<file path="src/rtl/core/dmwt_pkg.sv">
// Shared constants, payload types and defaults of the direct-mapped write-through tag controller.
package dmwt_pkg;

	localparam int DMWT_LINE_COUNT  = 128;
	localparam int DMWT_OFFSET_BITS = 5;

	localparam int ADDR_W    = 32;
	localparam int OFFSET_W  = 5;
	localparam int BLOCK_W   = 27;
	localparam int LINE_W    = 7;
	localparam int TAG_W     = 20;
	localparam int BYTES_W   = 6;
	localparam int COUNT_W   = 31;
	localparam int QUEUE_DEPTH = 2;

	localparam logic [COUNT_W-1:0] COUNT_MAX = {COUNT_W{1'b1}};

	typedef struct packed {
		logic [ADDR_W-1:0] address;
		logic              is_write;
	} dmwt_req_t;

	// Classified access, as handed from the front to the back
	typedef struct packed {
		logic                is_write;
		logic [OFFSET_W-1:0] byte_offset;
		logic [BLOCK_W-1:0]  block_number;
		logic [TAG_W-1:0]    tag_value;
	} dmwt_item_t;

	localparam int ITEM_W = $bits(dmwt_item_t);

	typedef struct packed {
		logic [OFFSET_W-1:0] byte_offset;
		logic [BLOCK_W-1:0]  block_number;
		logic [LINE_W-1:0]   line_index;
		logic [TAG_W-1:0]    tag_value;
		logic                miss;
		logic                mem_read;
		logic                mem_write;
		logic [BYTES_W-1:0]  mem_bytes;
		logic                replaced;
		logic [TAG_W-1:0]    evicted_tag;
		logic [COUNT_W-1:0]  hit_total;
		logic [COUNT_W-1:0]  miss_total;
	} dmwt_rsp_t;

endpackage

</file>
<file path="src/rtl/core/dmwt_stream_if.sv">
// Valid/ready channel carrying one payload per transaction.
interface dmwt_stream_if #(
	parameter type payload_t = logic
);
	logic     valid;
	logic     ready;
	payload_t data;

	modport source (output valid, output data, input ready);
	modport sink   (input valid, input data, output ready);
endinterface

</file>
<file path="src/rtl/core/dmwt_ram.sv">
// Generic single-write, single-read RAM with registered read data.
module dmwt_ram #(
	parameter int WIDTH = 8,
	parameter int DEPTH = 16,
	localparam int AW = $clog2(DEPTH)
) (
	input  logic             clk,
	input  logic             we,
	input  logic [AW-1:0]    waddr,
	input  logic [WIDTH-1:0] wdata,
	input  logic             re,
	input  logic [AW-1:0]    raddr,
	output logic [WIDTH-1:0] rdata
);
	logic [WIDTH-1:0] mem_q [DEPTH];
	logic [WIDTH-1:0] rdata_q;

	always_ff @(posedge clk) begin
		if (we) begin
			mem_q[waddr] <= wdata;
		end
		if (re) begin
			rdata_q <= mem_q[raddr];
		end
	end

	assign rdata = rdata_q;
endmodule

</file>
<file path="src/rtl/core/dmwt_back.sv">
// Back end: tag lookup, line fill, counters and the registered result.
module dmwt_back #(
	parameter int LINE_COUNT  = 128,
	parameter int OFFSET_BITS = 5,
	localparam int IDX_W = $clog2(LINE_COUNT)
) (
	input  logic                 clk,
	input  logic                 arst_n,
	output logic                 clear_done,
	input  logic                 in_valid,
	output logic                 in_ready,
	input  dmwt_pkg::dmwt_item_t in_item,
	input  logic [IDX_W-1:0]     in_line,
	dmwt_stream_if.source        rsp
);
	import dmwt_pkg::*;

	localparam int ENTRY_W = TAG_W + 1;
	localparam logic [BYTES_W-1:0] FILL_BYTES = BYTES_W'(64'd1 << OFFSET_BITS);

	typedef enum logic [1:0] {
		ST_CLEAR,
		ST_IDLE,
		ST_LOOK
	} state_t;

	state_t             state_q;
	logic [IDX_W-1:0]   clr_q;
	dmwt_item_t         item_q;
	logic [IDX_W-1:0]   line_q;
	logic [COUNT_W-1:0] hit_q, miss_q;
	logic               rsp_valid_q;
	dmwt_rsp_t          rsp_q;

	logic               ram_we;
	logic [IDX_W-1:0]   ram_waddr;
	logic [ENTRY_W-1:0] ram_wdata, ram_rdata;
	logic               ram_re;
	logic               line_valid;
	logic [TAG_W-1:0]   line_tag;
	logic               hit, fill, commit;
	logic [COUNT_W-1:0] hit_next, miss_next;

	assign in_ready   = state_q == ST_IDLE;
	assign ram_re     = in_valid && in_ready;
	assign clear_done = state_q != ST_CLEAR;

	assign line_valid = ram_rdata[ENTRY_W-1];
	assign line_tag   = ram_rdata[TAG_W-1:0];
	assign hit        = line_valid && (line_tag == item_q.tag_value);
	assign fill       = !hit && !item_q.is_write;
	assign commit     = (state_q == ST_LOOK) && (!rsp_valid_q || rsp.ready);
	assign hit_next   = (hit && hit_q != COUNT_MAX) ? hit_q + 1'b1 : hit_q;
	assign miss_next  = (!hit && miss_q != COUNT_MAX) ? miss_q + 1'b1 : miss_q;

	always_comb begin
		if (state_q == ST_CLEAR) begin
			ram_we    = 1'b1;
			ram_waddr = clr_q;
			ram_wdata = '0;
		end else begin
			ram_we    = commit && fill;
			ram_waddr = line_q;
			ram_wdata = {1'b1, item_q.tag_value};
		end
	end

	dmwt_ram #(
		.WIDTH (ENTRY_W),
		.DEPTH (LINE_COUNT)
	) u_tag_ram (
		.clk   (clk),
		.we    (ram_we),
		.waddr (ram_waddr),
		.wdata (ram_wdata),
		.re    (ram_re),
		.raddr (in_line),
		.rdata (ram_rdata)
	);

	always_ff @(posedge clk or negedge arst_n) begin
		if (!arst_n) begin
			state_q     <= ST_CLEAR;
			clr_q       <= '0;
			hit_q       <= '0;
			miss_q      <= '0;
			rsp_valid_q <= 1'b0;
		end else begin
			if (rsp.ready) begin
				rsp_valid_q <= 1'b0;
			end
			unique case (state_q)
				ST_CLEAR: begin
					clr_q <= clr_q + 1'b1;
					if (clr_q == IDX_W'(LINE_COUNT - 1)) begin
						state_q <= ST_IDLE;
					end
				end
				ST_IDLE: begin
					if (in_valid) begin
						state_q <= ST_LOOK;
					end
				end
				ST_LOOK: begin
					if (commit) begin
						hit_q       <= hit_next;
						miss_q      <= miss_next;
						rsp_valid_q <= 1'b1;
						state_q     <= ST_IDLE;
					end
				end
				default: state_q <= ST_CLEAR;
			endcase
		end
	end

	always_ff @(posedge clk) begin
		if (ram_re) begin
			item_q <= in_item;
			line_q <= in_line;
		end
		if (commit) begin
			rsp_q.byte_offset  <= item_q.byte_offset;
			rsp_q.block_number <= item_q.block_number;
			rsp_q.line_index   <= LINE_W'(line_q);
			rsp_q.tag_value    <= item_q.tag_value;
			rsp_q.miss         <= !hit;
			rsp_q.mem_read     <= fill;
			rsp_q.mem_write    <= item_q.is_write;
			rsp_q.mem_bytes    <= item_q.is_write ? BYTES_W'(1) : (fill ? FILL_BYTES : '0);
			rsp_q.replaced     <= fill && line_valid;
			rsp_q.evicted_tag  <= (fill && line_valid) ? line_tag : '0;
			rsp_q.hit_total    <= hit_next;
			rsp_q.miss_total   <= miss_next;
		end
	end

	assign rsp.valid = rsp_valid_q;
	assign rsp.data  = rsp_q;
endmodule

</file>
<file path="src/flat_wrapper.sv">
// flat-port wrapper written by rule: the top's interface ports become plain ports
module dmwt_back_flat import dmwt_pkg::*;
#(
	parameter int LINE_COUNT  = 128,
	parameter int OFFSET_BITS = 5,
	localparam int IDX_W = $clog2(LINE_COUNT)
)
  (clk, arst_n, clear_done, in_valid, in_ready, in_item, in_line, rsp_valid, rsp_data, rsp_ready);
  dmwt_stream_if rsp_i ();
  input  logic clk;
  input  logic arst_n;
  output logic clear_done;
  input  logic in_valid;
  output logic in_ready;
  input  dmwt_pkg::dmwt_item_t in_item;
  input  logic [IDX_W-1:0] in_line;
  output wire logic [$bits(rsp_i.valid)-1:0] rsp_valid;
  output wire logic [$bits(rsp_i.data)-1:0] rsp_data;
  input wire logic [$bits(rsp_i.ready)-1:0] rsp_ready;
  assign rsp_valid = rsp_i.valid;
  assign rsp_data = rsp_i.data;
  assign rsp_i.ready = rsp_ready;
  dmwt_back #(.LINE_COUNT(LINE_COUNT), .OFFSET_BITS(OFFSET_BITS)) u_core (.clk(clk), .arst_n(arst_n), .clear_done(clear_done), .in_valid(in_valid), .in_ready(in_ready), .in_item(in_item), .in_line(in_line), .rsp(rsp_i));
endmodule
</file>
<file path="config.mk">
export PLATFORM = sky130hd
export DESIGN_NAME = dmwt_back_flat
export DESIGN_NICKNAME = d
export VERILOG_FILES = /design/src/rtl/core/dmwt_pkg.sv /design/src/rtl/core/dmwt_stream_if.sv /design/src/rtl/core/dmwt_ram.sv /design/src/rtl/core/dmwt_back.sv /design/src/flat_wrapper.sv
export SDC_FILE = /design/constraint.sdc
export NUM_CORES = 2
export LEC_CHECK = 0
export BUFFER_PORTS_ARGS = -buffer_cell sky130_fd_sc_hd__buf_2
export CORE_MARGIN = 2
export CORE_UTILIZATION = 43
export CTS_CLUSTER_SIZE = 12
export DETAILED_ROUTE_END_ITERATION = 10
export GPL_ROUTABILITY_DRIVEN = 0
export GPL_TIMING_DRIVEN = 0
export PLACE_DENSITY = 0.57
export REMOVE_ABC_BUFFERS = 1
export SYNTH_ARGS = -nofsm -noshare
export SYNTH_HDL_FRONTEND = slang
export SYNTH_SLANG_ARGS = --single-unit
</file>
<file path="constraint.sdc">
create_clock -name clk -period 6.5 [get_ports clk]
set_input_delay 0 -clock clk [delete_from_list [all_inputs] [get_ports clk]]
set_output_delay 0 -clock clk [all_outputs]
set_load 0.01 [all_outputs]
</file>
Word level (Yosys, flattened, before mapping) --
Memory sizes are Yosys's and may differ from the RTL's. A register that Yosys moved wholly into a read port is not among the register bits. Cells that the tools add are included.
Storage, ports and cells: memory bits (writable) 2688, register bits 70, memories 1, input port bits 64, logic and storage cells 46
Operators by class: $add $sub $neg 2, equality and inequality tests 8, mux-type cells 13, reduce and logical (&&, ||, !) cells 14
Memories:
- u_core.u_tag_ram.mem_q | depth 128, bits a word 21, read ports 1, clocked after Yosys merged registers in 1, write ports 1, line dmwt_ram.sv:15 | logic [WIDTH-1:0] mem_q [DEPTH];
Operators with widths (number):
- adder 31 x 1 -> 31 bit (second input constant) | 1
- two-way mux 31 bit | 1
- != test 31 bit (second input constant) | 1
- two-way mux 21 bit | 1
- == test 20 bit | 1
- adder 7 x 1 -> 7 bit (second input constant) | 1
- == test 7 bit (second input constant) | 1
- two-way mux 7 bit | 1
- logical AND 1 bit | 6
- two-way mux 1 bit | 6
- two-way mux 2 bit | 3
- case mux 2 bit (3 select lines) | 1
- != test 2 bit (second input constant) | 2
- zero test 1 bit | 3
- AND reduction 3 bit | 1
- == test 2 x 1 -> 1 bit (second input constant) | 1
- == test 2 bit (second input constant) | 1
- zero test 2 bit | 1
- != test 2 x 1 -> 1 bit (second input constant) | 1
- AND reduction 2 bit | 1
- nonzero test 2 bit | 1
- logical OR 1 bit | 1

Longest topological paths before layout --
depth in word-level cells 8, depth in mapped cells 9, mapped depth without buffers 7

Cells and area by module --
From an unflattened synthesis, not the netlist that was laid out.
Unflattened totals: cells, all modules 4277, area, all modules 106439.6 um2
Modules (own cells, without submodules):
- dmwt_ram | instances 1, area an instance 103091.4 um2, cells an instance 3995
- dmwt_back | instances 1, area an instance 3348.2 um2, cells an instance 282

Worst setup path before layout --
No wires, ideal clock.
kind register to register, from register u_core.state_q[1], to memory u_core.u_tag_ram.mem_q[0][12] (netlist bit) (data pin), arrival 4.942 ns, library setup time 0.534 ns, required time 5.966 ns, stages on the path, launching flop included 6, period minus slack after synthesis 5.476 ns, setup slack 1.024 ns, cell sequence dfrtp_1 nor2_1 inv_1 clkbuf_1 clkbuf_1 and2_1
Between the ends: cells in the longest elaborated chain, start to end 2
Ends and longest elaborated chain:
- start: declaration | line dmwt_back.sv:27 | state_t state_q;
- start signal: assignment | line dmwt_back.sv:83 | state_q <= ST_CLEAR;
- start signal: assignment | line dmwt_back.sv:96 | state_q <= ST_IDLE;
- start signal: assignment | line dmwt_back.sv:101 | state_q <= ST_LOOK;
- zero test 2 bit | line dmwt_back.sv:57 | if (state_q == ST_CLEAR) begin
- two-way mux 21 bit | line dmwt_back.sv:57
- named net u_core.ram_wdata[12] | line dmwt_back.sv:37 | logic [ENTRY_W-1:0] ram_wdata, ram_rdata;
- end: declaration | line dmwt_ram.sv:15
The timed path passes the listed nets, and every way through them passes these cells.

Final worst setup path --
from register u_core.state_q[1], to memory u_core.u_tag_ram.mem_q[118][16] (netlist bit), enable pin
Between the ends: cells in the longest elaborated chain, start to end 6
Ends and longest elaborated chain:
- == test 2 bit | line dmwt_back.sv:52 | assign commit = (state_q == ST_LOOK) && (!rsp_valid_q || rsp.ready);
- logical AND 1 bit | line dmwt_back.sv:52
- named net u_core.commit | line dmwt_back.sv:41 | logic hit, fill, commit;
- logical AND 1 bit | line dmwt_back.sv:62 | ram_we = commit && fill;
- two-way mux 1 bit | line dmwt_back.sv:57
- two-way mux 1 bit | line dmwt_ram.sv:19 | if (we) begin
- two-way mux 1 bit (not written as such) | line dmwt_ram.sv:20 | mem_q[waddr] <= wdata;
The timed path passes the listed nets, and every way through them passes these cells.

==> results.py <==
metrics = {
    "run_status": {
        "status": "complete, but fails checks",
        "violations": "capacitance limit, slew limit",
    },
    "hold_path": {
        "hold_class": "input pin to flip-flop",
    },
    "pwr": {
        "totalPowerFinal_w": 0.0437,
        "power_frac_seq": 0.509,
        "p_leak_nw": 38.8,
        "ir_drop_mv": 0.318,
        "power_frac_comb": 0.139,
        "switching_power_w": 0.0111,
        "intPower_w": 0.0325,
        "clkPwrFrac": 0.352,
        "switching_share": 0.255,
        "cellPowerDensity_nw_per_um2": 355,
    },
    "synthesis": {
        "ys_ff_latch": 2779,
        "synth_area_um2": 105000,
        "synth-edff-count": 2738,
        "muxShareOfSynthArea": 0.144,
        "synth_top_area_cell": "edfxtp_1",
        "synth_cells": 4587,
        "yosys.area_share.adder": 0.000238,
        "ys_types": 47,
        "synth_xor_area_frac": 0.00467,
        "synth-simple-area-share": 0.0217,
        "synth-compound-area-share": 0.0237,
        "synthArstFlopShare": 0.0148,
        "netlist_top_cells_area": "edfxtp_1, mux4_2, o22ai_1",
        "synth.avg_cell_area_um2": 22.9,
        "synth_seq_area_share": 0.792,
        "synth_top_family_by_area": "multiplexers",
        "synth.top_cell.area_share": 0.782,
        "yosysWarnings": 0,
        "synth_flop_cell": "edfxtp_1",
    },
    "routing": {
        "dr.pass1.iters": 6,
        "route.detailed.drc": 0,
        "highest-signal-layer": "met4",
        "wl_per_cell_um": 31.9,
        "wl_met2_um": 133000,
        "via_per_inst": 5.95,
        "via_count": 50200,
        "ant_nets": 0,
        "route.met3.wl_um": 16700,
        "dr.first_iter.drc_count": 5595,
        "wl_um": 269000,
        "wl_met1_um": 109000,
    },
    "critical_path": {
        "critPathCaptureType": "flip-flop",
        "critPathLaunchType": "flip-flop",
        "required_ns": 7.09,
        "path_max_fanout": 20,
        "arrival_ns": 6.53,
        "worstSetupPathType": "flip-flop to flip-flop",
    },
    "global_routing": {
        "grt_antenna_before_repair": 11,
        "track_usage": 0.215,
        "grt_pass1_vias": 50800,
        "grt_pass1_wl_um": 381000,
        "grt-ovfl-total": 0,
        "grt_max_degree": 112,
    },
    "timing": {
        "setup_tns_ns": 0,
        "hold_viol": 0,
        "fin_worst_skew_ns": 0.0341,
        "rsz0062_at_grt": "no",
        "finalCriticalPeriod_ns": 5.94,
        "slew_headroom": -0.0560,
        "worst_pin_slew_ns": 1.57,
        "setup_viol": 0,
        "min_period_over_period": 0.914,
        "drv_slew": 3,
        "timing.fmax_mhz": 168,
    },
    "clocking": {
        "cts_tree": "yes",
        "clk_pin_slew_worst_paths_ns": 0.06,
        "htreeDepth": 5,
        "clk_latency_ns": 0.93,
        "clock_path_buffers": 4,
        "clock_sinks": 2779,
        "numCtsBuffers": 303,
        "cts_root_buf": "clkbuf_16",
        "post_cts_buffers": 0,
    },
    "final_layout": {
        "drive_above_1_share": 0.299,
        "fin_nets": 5120,
        "syn2layout_area_growth_pct": 17.0,
        "final_area_um2": 123000,
    },
    "die": {
        "rows": 181,
        "core-area_um2": 243000,
        "dieWidth_um": 498,
        "initial_core_util": 0.432,
        "die_area_um2": 248000,
        "io_pins": 68,
        "die_y_um": 498,
    },
    "placement": {
        "dpl_cell_area_um2": 114000,
        "dp_hpwl_um": 171000,
        "io_buffers": 35,
    },
    "flow_run": {
        "cap_violations": 3,
    },
}
## cells in the final DEF, fill, tap and decap left out, types with 21 or more instances in the layout
| cell type | synthesis | final |
|---|---|---|
| mux4_2 | 672 | 672 |
| buf_16 | 0 | 57 |
| xor2_1 | 23 | 23 |
| clkbuf_1 | 102 | 82 |
| xnor2_1 | 33 | 33 |
| and2_4 | 1 | 21 |
| nand3_1 | 23 | 22 |
| nor3_2 | 0 | 120 |
| clkbuf_16 | 0 | 312 |
| nand2_1 | 42 | 40 |
| buf_8 | 0 | 68 |
| dlygate4sd3_1 | 0 | 53 |
| edfxtp_1 | 2738 | 2738 |
| nor2_1 | 40 | 30 |
| buf_6 | 11 | 186 |
| o22ai_1 | 379 | 379 |
| clkinv_1 | 0 | 56 |
| nor4_1 | 91 | 83 |
| buf_2 | 83 | 34 |
| dfrtp_1 | 41 | 41 |
## critical path, stage by stage (launching register included)
cell,delay (ns)
dfrtp_1,0.47
nand2b_1,0.32
nor2b_1,1.06
o21a_1,1.15
a32oi_4,0.66
buf_16,0.36
buf_16,0.18
buf_16,0.17
nor3_2,0.84
buf_4,0.36
## registers in the layout, indices dropped and copies added, names as in the netlist
signal                  count
u_core.clr_q                7
u_core.item_q              21
u_core.line_q               7
u_core.miss_q              31
u_core.rsp.data             1
u_core.rsp.valid            1
u_core.state_q              2
u_core.u_tag_ram.mem_q   2688
u_core.u_tag_ram.rdata     21
## routing by layer
layer | track usage | up-vias
met2 | 0.348 | 1884
met1 | 0.297 | 27100
li1 | - | 20800
met5 | 0 | -
met3 | 0.0324 | 424
met4 | 0.0806 | 0
## power by group through the flow
stage	Combinational, W	Clock (W)	Sequential, W
6_report	0.00607	0.0154	0.0222
4_1_cts	0.00613	0.0157	0.0222
5_1_grt	0.00637	0.0163	0.0223
3_5_place_dp	0.00609	0	0.0226
2_1_floorplan	0.00238	0	0.0227
3_3_place_gp	0.00548	0	0.0231
## timing repair
| action | CTS | global route |
|---|---|---|
| resized for setup | 0 | 0 |
| endpoints found under the hold margin | 120 | 0 |
| hold buffers | 54 | 0 |
## worst paths after layout
| kind | cells after the start | from | slack [ns] | endpoint |
|---|---|---|---|---|
| max in group asynchronous | 4 | arst_n | 6.08 | u_core.miss_q[21]$_DFFE_PN0P_ |
| min in group asynchronous | 4 | arst_n | 0.15 | u_core.rsp.valid$_DFF_PN0_ |
| worst max-delay path | 9 | u_core.state_q[1]$_DFFE_PN0P_ | 0.56 | u_core.u_tag_ram.mem_q[118][16]$_DFFE_PP_ |
| worst min register to register | 1 | u_core.miss_q[23]$_DFFE_PN0P_ | 0.48 | u_core.miss_q[23]$_DFFE_PN0P_ |
| worst min-delay path | 2 | in_line[5] | 0.13 | u_core.line_q[5]$_DFFE_PP_ |
| worst max register to register | 9 | u_core.state_q[1]$_DFFE_PN0P_ | 0.56 | u_core.u_tag_ram.mem_q[118][16]$_DFFE_PP_ |
## synth_stat cells (2+ instances only)
cell type	instances
mux4_2	672
inv_1	6
ha_1	2
xnor2_1	33
buf_2	83
nand3b_1	11
buf_6	11
o22ai_1	379
buf_4	57
and3_1	13
nand4_1	15
buf_1	11
nand4b_1	2
nor2_1	40
nand2b_1	8
clkbuf_1	102
nor3b_1	2
nand4_2	2
nand3_1	23
nor4_1	91
nand2_1	42
or3_1	3
a31oi_1	4
nor3_1	126
nor2b_1	2
and2_1	23
edfxtp_1	2738
xor2_1	23
o31ai_1	2
dfrtp_1	41
and4_1	4
## stage by stage
step / utilization / instances / hold WS (ns) / setup WS [ns]
after floorplan: - / 4323 / -0.296 / 0.691
after global placement: 0.444 / 7560 / 0.181 / -18.60
after detailed placement: 0.468 / 7897 / 0.180 / 0.698
after CTS: 0.505 / 8426 / 0.0627 / 0.654
after global routing: 0.505 / 8428 / 0.0732 / 0.456
final: 0.505 / 8432 / 0.128 / 0.561
## final cells by class
class                           instances  area (um2)
Fill cell                           19100      120000
Sequential cell                      2779       83200
Multi-Input combinational cell       1538       21300
Clock buffer                          394        8120
Timing Repair Buffer                  426        5750
Tap cell                             3202        4010
Clock inverter                         81         453
Inverter                                6        27.5
Antenna cell                            6        15.0
## cells by family after synthesis
logic type / count (synthesis)
xor+xnor: 56
mux: 674
compound gates: 392
fa+ha+maj: 2
simple gates: 414
flops: 2779
buf+inv: 270
Power figures use the tool's default switching activity.
