$ cat config.mk
export PLATFORM = sky130hd
export DESIGN_NAME = dmwt_queue
export DESIGN_NICKNAME = d
export VERILOG_FILES = /design/src/rtl/core/dmwt_pkg.sv /design/src/rtl/core/dmwt_queue.sv
export SDC_FILE = /design/constraint.sdc
export NUM_CORES = 1
export LEC_CHECK = 0
export BUFFER_PORTS_ARGS = -buffer_cell sky130_fd_sc_hd__clkbuf_2
export CAP_MARGIN = 40
export CORE_AREA = 5 5 47 49
export CTS_CLUSTER_DIAMETER = 100
export CTS_CLUSTER_SIZE = 40
export DETAILED_ROUTE_END_ITERATION = 8
export DIE_AREA = 0 0 52 54
export PLACE_DENSITY = 0.71
export SETUP_SLACK_MARGIN = 0.02
export SKIP_LAST_GASP = 1
export SLEW_MARGIN = 20
export SYNTH_ARGS = -nofsm -noshare
export SYNTH_HDL_FRONTEND = slang
export SYNTH_SLANG_ARGS = --single-unit
$ cat constraint.sdc
create_clock -name clk -period 1.92 [get_ports clk]
set_input_delay 0.192 -clock clk [delete_from_list [all_inputs] [get_ports clk]]
set_output_delay 0.192 -clock clk [all_outputs]
set_load 0.03 [all_outputs]
$ cat src/rtl/core/dmwt_pkg.sv
// Shared constants, payload types and defaults of the direct-mapped write-through tag controller.
package dmwt_pkg;

	localparam int DMWT_LINE_COUNT  = 128;
	localparam int DMWT_OFFSET_BITS = 5;

	localparam int ADDR_W    = 32;
	localparam int OFFSET_W  = 5;
	localparam int BLOCK_W   = 27;
	localparam int LINE_W    = 7;
	localparam int TAG_W     = 20;
	localparam int BYTES_W   = 6;
	localparam int COUNT_W   = 31;
	localparam int QUEUE_DEPTH = 2;

	localparam logic [COUNT_W-1:0] COUNT_MAX = {COUNT_W{1'b1}};

	typedef struct packed {
		logic [ADDR_W-1:0] address;
		logic              is_write;
	} dmwt_req_t;

	// Classified access, as handed from the front to the back
	typedef struct packed {
		logic                is_write;
		logic [OFFSET_W-1:0] byte_offset;
		logic [BLOCK_W-1:0]  block_number;
		logic [TAG_W-1:0]    tag_value;
	} dmwt_item_t;

	localparam int ITEM_W = $bits(dmwt_item_t);

	typedef struct packed {
		logic [OFFSET_W-1:0] byte_offset;
		logic [BLOCK_W-1:0]  block_number;
		logic [LINE_W-1:0]   line_index;
		logic [TAG_W-1:0]    tag_value;
		logic                miss;
		logic                mem_read;
		logic                mem_write;
		logic [BYTES_W-1:0]  mem_bytes;
		logic                replaced;
		logic [TAG_W-1:0]    evicted_tag;
		logic [COUNT_W-1:0]  hit_total;
		logic [COUNT_W-1:0]  miss_total;
	} dmwt_rsp_t;

endpackage

$ cat src/rtl/core/dmwt_queue.sv
// Two-entry queue decoupling the front from the back.
module dmwt_queue #(
	parameter int WIDTH = 8
) (
	input  logic             clk,
	input  logic             arst_n,
	input  logic             in_valid,
	output logic             in_ready,
	input  logic [WIDTH-1:0] in_data,
	output logic             out_valid,
	input  logic             out_ready,
	output logic [WIDTH-1:0] out_data
);
	import dmwt_pkg::*;

	localparam int PTR_W = $clog2(QUEUE_DEPTH);
	localparam int CNT_W = $clog2(QUEUE_DEPTH + 1);

	logic [WIDTH-1:0] slot_q [QUEUE_DEPTH];
	logic [PTR_W-1:0] wptr_q, rptr_q;
	logic [CNT_W-1:0] count_q;
	logic             push, pop;

	assign in_ready  = count_q != CNT_W'(QUEUE_DEPTH);
	assign out_valid = count_q != '0;
	assign push      = in_valid && in_ready;
	assign pop       = out_valid && out_ready;
	assign out_data  = slot_q[rptr_q];

	always_ff @(posedge clk or negedge arst_n) begin
		if (!arst_n) begin
			wptr_q  <= '0;
			rptr_q  <= '0;
			count_q <= '0;
		end else begin
			if (push) begin
				wptr_q <= (wptr_q == PTR_W'(QUEUE_DEPTH - 1)) ? '0 : wptr_q + 1'b1;
			end
			if (pop) begin
				rptr_q <= (rptr_q == PTR_W'(QUEUE_DEPTH - 1)) ? '0 : rptr_q + 1'b1;
			end
			if (push && !pop) begin
				count_q <= count_q + 1'b1;
			end else if (pop && !push) begin
				count_q <= count_q - 1'b1;
			end
		end
	end

	always_ff @(posedge clk) begin
		if (push) begin
			slot_q[wptr_q] <= in_data;
		end
	end
endmodule

* Yosys cells after proc, flatten, opt, wreduce, memory -nomap -nowiden
Memories as Yosys holds them, arrays and structs flattened.
Index checks and enable logic that the tools add are counted.
** Storage, ports and cells
- Flip-flop bits (word level) :: 4
- Bits in writable memories :: 16
- Memories :: 1
- Memory bits (read-only) :: 0
- Word-level logic and storage cells :: 23
- Bits of input ports :: 12
- Latch bits :: 0
- Output and inout port bits :: 10
** Cells by class
- Multipliers :: 0
- Divide/modulo/power cells :: 0
- Muxes and demuxes :: 6
- Bitwise operators :: 0
- $add $sub $neg :: 4
- Reduce and logical (&&, ||, !) cells :: 8
- Order comparisons :: 0
- Equality and inequality tests :: 1
- Shifts and indexed selects :: 0
** Memory list
- slot_q :: depth 2, width 8, read ports 1, clocked after Yosys merged registers in 0, wr ports 1, RTL line dmwt_queue.sv:19 : logic [WIDTH-1:0] slot_q [QUEUE_DEPTH];
** Operators with widths (count)
- 1-bit logical AND :: 4
- 1-bit two-way mux :: 4
- 2-bit two-way mux :: 2
- 2-bit nonzero test :: 2
- 1-bit adder (second input constant) :: 2
- 2-bit by 1-bit adder with 2-bit output (second input constant) :: 1
- 1-bit zero test :: 2
- 2-bit inequality test (second input constant) :: 1
- 2-bit by 1-bit subtractor with 2-bit output (second input constant) :: 1

* Depth between registers and ports, before layout
Gate-level depths: netlist of the first run.
- Depth in word-level cells :: 6
- Gate-level depth with buffers :: 7
- Gate-level depth less buffers :: 7

* Least setup slack after synthesis of the first run
No wires, ideal clock.
- Kind :: register to register
- Start :: register count_q[0]
- End :: memory slot_q[0][0] (enable)
- Library setup time :: 0.370 ns
- Period minus slack after synthesis :: 1.444 ns
- Required time :: 1.550 ns
- Setup slack :: 0.476 ns
- Stages on the path, launching flop included :: 4
- Arrival :: 1.074 ns
- Cells stage by stage :: dfrtp_1 nand2b_4 nand2_1 nor2_1
** On the way
- Word-level cells in the longest chain between the ends :: 4
** RTL lines
- start: declaration :: RTL line dmwt_queue.sv:21 : logic [CNT_W-1:0] count_q;
- start signal: assignment :: RTL line dmwt_queue.sv:43 : count_q <= count_q + 1'b1;
- start signal: assignment :: RTL line dmwt_queue.sv:45 : count_q <= count_q - 1'b1;
- 2-bit inequality test :: RTL line dmwt_queue.sv:24 : assign in_ready = count_q != CNT_W'(QUEUE_DEPTH);
- named net in_ready :: RTL line dmwt_queue.sv:8 : output logic in_ready,
- 1-bit logical AND :: RTL line dmwt_queue.sv:26 : assign push = in_valid && in_ready;
- 1-bit two-way mux :: RTL line dmwt_queue.sv:51 : if (push) begin
- 1-bit two-way mux (implied by the code) :: RTL line dmwt_queue.sv:52 : slot_q[wptr_q] <= in_data;
- end: declaration :: RTL line dmwt_queue.sv:19
The timed path passes the listed nets, and every way through them passes these cells.

* Worst setup path in the final report of the first run
- Start :: register rptr_q
- End :: output port out_data[3]
** On the way
- Word-level cells in the longest chain between the ends :: 1
** RTL lines
- start: declaration :: RTL line dmwt_queue.sv:20 : logic [PTR_W-1:0] wptr_q, rptr_q;
- start signal: assignment :: RTL line dmwt_queue.sv:40 : rptr_q <= (rptr_q == PTR_W'(QUEUE_DEPTH - 1)) ? '0 : rptr_q + 1'b1;
- memory read 2 x 8 bit
- end: declaration :: RTL line dmwt_queue.sv:12 : output logic [WIDTH-1:0] out_data
Every way passes these cells.

==> flow_metrics.tcl, run 1 <==
set metrics [dict create \
    endpoint_kind "output pin" \
    h-tree-depth 1 \
    maxCapViolations 0 \
    ctsResizeCount 0 \
    antenna_found_initial 0 \
    routed_wl_mm 1.142 \
    r2r_end "count_q[1]$_DFFE_PN0P_" \
    p_sw_uw 571.3 \
    drt_first_pass_iters 2 \
    met2_usage_pct 14.02 \
    port-buffer-count 21 \
    hold_path.class "input pin to flip-flop" \
    period_needed_ns 1.624 \
    cts_max_path_buffers 2 \
    seqCellArea_sq_um 580.6 \
    postCtsHoldBufs 1 \
    yosysSeqAreaShare_pct 73.77 \
    start_kind "flip-flop" \
    die_h_um 54 \
    grtUsageTotal_pct 8.859 \
    clkSinkCount 20 \
    met1_usage_pct 10.25 \
    rsz0062_at_grt "no" \
    slowest_delay_ns 0.59 \
    finalHoldViolations 0 \
    insertion_delay_ns 0.28 \
    fill_cells 157 \
    top_usage_layer "met2" \
    min_period_over_period_pct 84.59 \
    cp_data_required_time_ns 1.73 \
    worstPathArrival_ns 1.43 \
    drv_slew 0 \
    multi_input_area_sq_um 197.7 \
    drt_iter0_drc 1 \
    post_cts_buffers 0 \
    io_pins 22 \
    drc_errors 0 \
    ys_ff_latch 20 \
    routed_via_density 4.365 \
    drive_gt1_share_pct 52.17 \
    r2r_slack_ns 0.50 \
    syn_inst 43 \
    fin_tns_setup_ns 0 \
    final_net_count 83 \
    path_class "flip-flop to output pin" \
    syn_nets 56 \
    cts_root_buf "clkbuf_4" \
    cts_inserted_buffers 3 \
    synth_cell_type_count 14 \
    critPathLaunch "rptr_q$_DFFE_PN0P_" \
    dieArea_sq_mm 0.002808 \
    initial_core_util_pct 43.20 \
    gr-total-overflow 0 \
    power.share.sequential_pct 45.7 \
    num_rows 16 \
    coreArea_sq_mm 0.001822 \
    worstMarginPinSlew_ns 0.3854 \
    setup_violations 0 \
    intPower_uw 949.7 \
    hold_path_depth 1 \
    antenna_left 0 \
    comb_power_share_pct 41.7 \
    grt_use_met3_pct 3.324 \
    endpoint "out_data[3]" \
    tritoncts "built" \
    power.clock.fraction_pct 12.6 \
    critPathSlowestCell "dfrtp_1" \
    fin_hold_ws_ns 0.09412 \
    r2r-start "count_q[0]$_DFFE_PN0P_" \
    ff2ff_path_depth 6 \
    p_sw_share_pct 37.56 \
    crit_fanout 9 \
    routabilityCongestion 0.7731 \
    grt_max_degree 12 \
    outcome "completed" \
    p_leak_nw 0.3986 \
    area_growth_pct 22.58 \
    clk_pin_slew_ns 0.11 \
    wl_per_cell_um 11.90 \
    peakVddDrop_v 0.0008056 \
    synth_area_sq_um 787.0 \
    num_vias 419 \
    fin_skew_ns 0.006713 \
    fp.dieW_um 52 \
    fmaxAchievable_ghz 0.6157 \
    power.density_mw_per_mm2 1577 \
    avgSynthCellArea_sq_um 18.30 \
    relSlewSlack_pct 74.31 \
    diodes 0 \
    grt_pass1_wl_mm 1.725 \
    path_cells "mux2_2 > clkbuf_2" \
    grt_pass1_vias 401 \
    yosysWarnings 0 \
]
[flip-flops by register name, indices dropped and copies added, names as in the netlist]
register,flops
slot_q,16
wptr_q,1
count_q,2
rptr_q,1
[metrics by stage]
step / utilization, % / cells / instance area, sq um / power (mW) / setup WS [ns]
CTS: 52.95 / 96 / 964.7 / 1.542 / 0.2495
global route: 52.95 / 96 / 964.7 / 1.604 / 0.2115
detailed placement: 50.96 / 91 / 928.4 / 1.345 / 0.5206
finish: 52.95 / 96 / 964.7 / 1.521 / 0.2959
floorplan: - / 43 / 787.0 / 1.189 / 0.4756
global placement: 50.96 / 91 / 928.4 / 1.337 / 0.5537
[synthesized netlist by cell type (all sizes together)]
| cell | count | area, sq um |
|---|---|---|
| nor2 | 2 | 7.510 |
| xor2 | 2 | 17.52 |
| mux2 | 8 | 90.09 |
| edfxtp | 16 | 480.5 |
| inv | 1 | 3.750 |
| buf | 1 | 5.000 |
| nand2b | 1 | 13.76 |
| ha | 1 | 12.51 |
| xnor2 | 3 | 26.28 |
| or2 | 1 | 8.760 |
| dfrtp | 4 | 100.1 |
| and3 | 1 | 6.260 |
| nand2 | 2 | 15.01 |
[layer usage]
layer	wire length, um	vias up	part of all wire, %
li1	-	209	-
met1	474	196	42
met2	571	12	50
met3	86	2	7.5
met4	10	0	0.88
met5	0	-	0
[worst max-delay path: cells and delay by family, from the launching register on]
family | cells | cell delay (ns)
multiplexers | 1 | 0.39
buffers and inverters | 1 | 0.18
flip-flops | 1 | 0.59
[worst min-delay path by stage]
stage	slack, ns	startpoint	endpoint
after floorplan	-0.10	arst_n	count_q[0]$_DFFE_PN0P_
after global placement	0.008	arst_n	count_q[0]$_DFFE_PN0P_
after detailed placement	0.008	arst_n	count_q[1]$_DFFE_PN0P_
after CTS	0.09	in_data[2]	slot_q[0][2]$_DFFE_PP_
after global routing	0.07	in_data[4]	slot_q[0][4]$_DFFE_PP_
final	0.09	in_data[4]	slot_q[0][4]$_DFFE_PP_
[cells by family (layout without fill, tap and decap cells)]
group	count (synthesis)	count (layout)	share of synthesized area, %
xor+xnor	5	5	5.565
fa+ha+maj	1	1	1.590
buf+inv	2	28	1.112
flops	20	20	73.77
mux	8	8	11.45
simple gates	7	7	6.518
[power by group through the flow]
stage	Clock (mW)	Combinational, mW	Sequential [mW]
floorplan	0	0.529	0.660
global placement	0	0.635	0.702
detailed placement	0	0.636	0.709
CTS	0.199	0.643	0.700
global route	0.221	0.677	0.706
finish	0.192	0.634	0.695
[cells in the final DEF, fill, tap and decap left out]
cell | netlist | routed
and3_1 | 1 | 1
buf_4 | 0 | 1
clkbuf_1 | 0 | 1
clkbuf_2 | 0 | 21
clkbuf_4 | 0 | 3
dfrtp_1 | 4 | 4
dlygate4sd3_1 | 0 | 1
edfxtp_1 | 16 | 16
ha_1 | 1 | 1
inv_1 | 1 | 1
mux2_2 | 8 | 8
nand2_1 | 1 | 1
nand2_4 | 1 | 1
nand2b_4 | 1 | 1
nor2_1 | 2 | 2
or2_4 | 1 | 1
xnor2_1 | 3 | 3
xor2_1 | 2 | 2
[layout make-up]
type / instances / share of cell area [%]
Sequential cell: 20 / 60.18
Multi-Input combinational cell: 21 / 20.49
Timing Repair Buffer: 23 / 12.71
Tap cell: 27 / 3.502
Clock buffer: 4 / 2.724
Inverter: 1 / 0.3891
No activity file was read; power rests on OpenSTA's default activity.
==> run 2: changes to the inputs <==
- clock period: 1.92 -> 1.55 ns (I/O delays scaled with it)
==> run 2 against run 1 <==
Combinational power increased by 41%. Wire length increased by 6.7%. Largest cell class unchanged. Clock power increased by 47%. Flip-flop and latch count unchanged. Clock skew decreased by 0.0046 ns. Critical path type unchanged. Power increased by 31%. Cell count increased by 3.1%. Worst setup slack got worse by 0.24 ns.
==> flow_metrics.tcl, run 2 (synthesis gave the netlist of run 1 again) <==
set metrics [dict create \
    outcome "completed" \
    fin_tns_setup_ns 0 \
    maxCapViolations 0 \
    path_class "flip-flop to output pin" \
    crit_fanout 4 \
    finalHoldViolations 0 \
    seqCellArea_sq_um 581.8 \
    largest-register "slot_q" \
    io_pins 22 \
    drive_gt1_share_pct 56.94 \
    relSlewSlack_pct 74.90 \
    h-tree-depth 1 \
    fin_area_sq_um 996.0 \
    critPathSlowestCell "dfrtp_2" \
    fin_skew_ns 0.002066 \
    worstPathArrival_ns 1.34 \
    fin_cells 99 \
    clkSinkCount 20 \
    fmaxAchievable_ghz 0.6710 \
    routed_wl_mm 1.219 \
    cts_max_path_buffers 2 \
    die_h_um 54 \
    layout_common_cells "20 x clkbuf_2, 16 x edfxtp_1, 8 x mux2_2" \
    coreArea_sq_mm 0.001822 \
    min_period_over_period_pct 96.15 \
    slowest_delay_ns 0.37 \
    tritoncts "built" \
    drv_slew 0 \
    grtUsageTotal_pct 9.334 \
    insertion_delay_ns 0.28 \
    hold_path.class "input pin to flip-flop" \
    cts_inserted_buffers 3 \
    start_kind "flip-flop" \
    place_ws_ns 0.1165 \
    cp_data_required_time_ns 1.39 \
    largest_reg_flops 16 \
    drt_iter0_drc 5 \
    endpoint_kind "output pin" \
    power.density_mw_per_mm2 2007 \
    grt_pass1_wl_mm 1.856 \
    drc_errors 0 \
    fin_hold_ws_ns 0.05618 \
    path_cells "buf_2 > mux2_2 > clkbuf_2" \
    area_growth_pct 26.55 \
    multi_input_area_sq_um 197.7 \
    worstMarginPinSlew_ns 0.3765 \
    fill_cells 155 \
    top_regs "slot_q x16, count_q x2" \
    diodes 0 \
    placedCellCount 91 \
    antenna_found_initial 0 \
    gr-total-overflow 0 \
    num_rows 16 \
    period_needed_ns 1.490 \
    num_vias 430 \
    hpwl_um 884.5 \
    final_common_cell "clkbuf_2" \
    clk_pin_slew_ns 0.10 \
    p_leak_nw 0.4169 \
    power_mw 1.999 \
    final_net_count 86 \
    wl_per_cell_um 12.31 \
    drt_first_pass_iters 4 \
    cts_root_buf "clkbuf_4" \
    dieArea_sq_mm 0.002808 \
    routabilityCongestion 0.7187 \
    routed_via_density 4.343 \
    initial_core_util_pct 43.20 \
    rsz0062_at_grt "yes" \
    grt_max_degree 12 \
    grt_pass1_vias 441 \
    utilization_pct 54.67 \
    peakVddDrop_v 0.001125 \
    layout_setup_ws_ns 0.05975 \
    dpl_cell_area_sq_um 928.4 \
    antenna_left 0 \
    port-buffer-count 21 \
    fp.dieW_um 52 \
    setup_violations 0 \
]
-- run 2: path summary, 6_finish.rpt --
| path | from | cells after the start | slack, ns | to |
|---|---|---|---|---|
| max | rptr_q$_DFFE_PN0P_ | 3 | 0.06 | out_data[2] |
| min | in_data[3] | 1 | 0.06 | slot_q[0][3]$_DFFE_PP_ |
| max reg2reg | count_q[0]$_DFFE_PN0P_ | 7 | 0.12 | count_q[1]$_DFFE_PN0P_ |
| min reg2reg | wptr_q$_DFFE_PN0N_ | 1 | 0.50 | wptr_q$_DFFE_PN0N_ |
| max in group asynchronous | arst_n | 2 | 1.23 | rptr_q$_DFFE_PN0P_ |
| min in group asynchronous | arst_n | 2 | 0.19 | count_q[0]$_DFFE_PN0P_ |
-- run 2: worst max-delay path, delay by kind of cell (launching register included) --
family                 cells  cell delay [ns]
flip-flops                 1             0.37
multiplexers               1             0.34
buffers and inverters      2             0.34
-- run 2: metal layers --
layer | global-route usage (%) | share of wire [%] | vias up
met3 | 1.385 | 6.2 | 0
li1 | - | - | 212
met5 | 0 | 0 | -
met1 | 9.894 | 39 | 206
met4 | 6.550 | 0 | 0
met2 | 16.95 | 55 | 12
-- run 2: area by class of cell --
cell class                 instances  share of cell area (%)
timing repair buffer              26                   14.32
multi-input combinational         21                   19.85
tap                               27                   3.392
clock buffer                       4                   3.643
sequential                        20                   58.42
inverter                           1                  0.3769
-- run 2: timing repair --
item | in CTS | in global routing
endpoints found under the setup margin | 8 | 8
gates resized for setup | 1 | 2
hold buffers | 1 | 0
buffers inserted | 0 | 3
hold endpoints to repair | 4 | 0
-- run 2: power breakdown --
part           switching, mW  total [mW]  internal, mW  leakage [nW]
combinational          0.522       0.891         0.368         0.202
clock                  0.141       0.283         0.143        0.0210
sequential            0.0719       0.825         0.753         0.194
total                  0.735        2.00          1.26         0.417
==> run 3: changes to the inputs <==
- REMOVE_ABC_BUFFERS: unset -> 1
==> run 3 against run 2 <==
Core utilization increased by 1.4 points. Clock skew increased by 0.014 ns. Cell area increased by 2.6%. Fmax decreased by 0.14%. Via count decreased by 0.23%. Die area unchanged. Non-clock buffer count unchanged. Clock power increased by 49%. First-iteration DRC count decreased by 20%. Global-route usage increased by 0.71 points. Worst setup slack got worse by 0.0021 ns. Power increased by 7.5%. Largest power group unchanged.
==> flow_metrics.tcl, run 3 (synthesis gave the netlist of run 1 again) <==
set metrics [dict create \
    place_ws_ns 0.1197 \
    p_sw_share_pct 35.08 \
    cp_data_required_time_ns 1.39 \
    diodes 0 \
    drc_errors 0 \
    multi_input_area_sq_um 205.2 \
    cp_num_buf_inv 2 \
    start_kind "flip-flop" \
    port-buffer-count 21 \
    fp.dieW_um 52 \
    intPower_mw 1.395 \
    clkSinkCount 20 \
    fill_cells 156 \
    critPathLaunch "rptr_q$_DFFE_PN0P_" \
    antenna_left 0 \
    min_period_over_period_pct 96.28 \
    cts_root_buf "clkbuf_4" \
    power.density_mw_per_mm2 2102 \
    drv_slew 0 \
    path_class "flip-flop to output pin" \
    routed_wl_mm 1.248 \
    final_common_cell "clkbuf_2" \
    cts_inserted_buffers 3 \
    fin_cells 99 \
    power.share.sequential_pct 38.5 \
    cts_max_path_buffers 2 \
    grtUsageTotal_pct 10.04 \
    initial_core_util_pct 43.20 \
    critPathSlowestCell "dfrtp_2" \
    wl_per_cell_um 12.61 \
    num_vias 429 \
    power_mw 2.149 \
    final_net_count 86 \
    worstMarginPinSlew_ns 0.3628 \
    critical-path-top-delay-family "flip-flops" \
    outcome "completed" \
    endpoint_kind "output pin" \
    fin_tns_setup_ns 0 \
    seqCellArea_sq_um 581.8 \
    h-tree-depth 1 \
    rsz0062_at_grt "yes" \
    insertion_delay_ns 0.30 \
    antenna_found_initial 0 \
    crit_fanout 5 \
    worstPathArrival_ns 1.34 \
    fin_skew_ns 0.01557 \
    largest-register "slot_q" \
    min-delay-start "in_data[5]" \
    grt_pass1_wl_mm 1.966 \
    comb_power_share_pct 41.9 \
    slowest_delay_ns 0.38 \
    layout_setup_ws_ns 0.05766 \
    grt_pass1_vias 427 \
    dieArea_sq_mm 0.002808 \
    layout_common_cells "20 x clkbuf_2, 16 x edfxtp_1, 8 x mux2_2" \
    power.clock.fraction_pct 19.6 \
    routed_via_density 4.333 \
    coreArea_sq_mm 0.001822 \
    peakVddDrop_v 0.0009489 \
    p_sw_uw 753.7 \
    grt_max_degree 13 \
    drt_first_pass_iters 2 \
    setup_violations 0 \
    drt_iter0_drc 4 \
    tritoncts "built" \
    hold_path.class "input pin to flip-flop" \
    top_regs "slot_q x16, count_q x2" \
    finalHoldViolations 0 \
    area_growth_pct 29.89 \
    routabilityCongestion 0.7561 \
    io_pins 22 \
    gr-total-overflow 0 \
    placedCellCount 91 \
    p_leak_nw 0.4277 \
    r2r-start "count_q[0]$_DFFE_PN0P_" \
    drive_gt1_share_pct 58.33 \
    clk_pin_slew_ns 0.12 \
    largest_reg_flops 16 \
    period_needed_ns 1.492 \
    maxCapViolations 0 \
    die_h_um 54 \
    path_cells "buf_4 > mux2_2 > clkbuf_2" \
    num_rows 16 \
    fmaxAchievable_ghz 0.6701 \
    relSlewSlack_pct 75.81 \
]
run 3: final timing paths:
path / end / slack (ns) / depth (start not counted)
worst max-delay path: out_data[0] / 0.06 / 3
worst min-delay path: slot_q[0][5]$_DFFE_PP_ / 0.03 / 1
worst max register to register: count_q[1]$_DFFE_PN0P_ / 0.13 / 6
worst min register to register: wptr_q$_DFFE_PN0N_ / 0.51 / 1
max in group asynchronous: rptr_q$_DFFE_PN0P_ / 1.22 / 2
min in group asynchronous: count_q[1]$_DFFE_PN0P_ / 0.20 / 2
run 3: through the flow:
| step | utilization, % | hold WS [ns] | cell area (sq um) |
|---|---|---|---|
| floorplan | - | -0.1406 | 782.0 |
| global placement | 50.96 | -0.03100 | 928.4 |
| CTS | 54.46 | 0.03273 | 992.2 |
| finish | 56.11 | 0.03236 | 1022 |
| global route | 56.11 | 0.02149 | 1022 |
| detailed placement | 50.96 | -0.03177 | 928.4 |
run 3: power by group through the flow:
| stage | combinational [mW] | sequential (mW) | clock (mW) |
|---|---|---|---|
| CTS | 0.804 | 0.869 | 0.424 |
| global route | 0.977 | 0.843 | 0.451 |
| detailed placement | 0.802 | 0.875 | 0 |
| floorplan | 0.613 | 0.849 | 0 |
| finish | 0.900 | 0.828 | 0.421 |
| global placement | 0.787 | 0.872 | 0 |
run 3: final cells by class:
cell class                 instances  area share, %
clock buffer                       3          2.203
clock inverter                     1          2.938
inverter                           1         0.3672
multi-input combinational         21          20.07
sequential                        20          56.92
tap                               27          3.305
timing repair buffer              26          14.20
run 3: routing by layer:
metal / vias to the layer above / share of wire (%) / global-route usage, %
met5: - / 0 / 0
met4: 0 / 2.6 / 6.550
met3: 4 / 7.3 / 2.770
met2: 16 / 45 / 13.81
met1: 198 / 45 / 13.76
li1: 211 / - / -
run 3: what timing repair did:
action,in CTS,in global routing
hold endpoints to repair,4,0
setup endpoints to repair,8,9
gates resized for setup,1,5
gates cloned,0,0
setup buffers,0,3
hold buffers,1,0
pin swaps,0,1
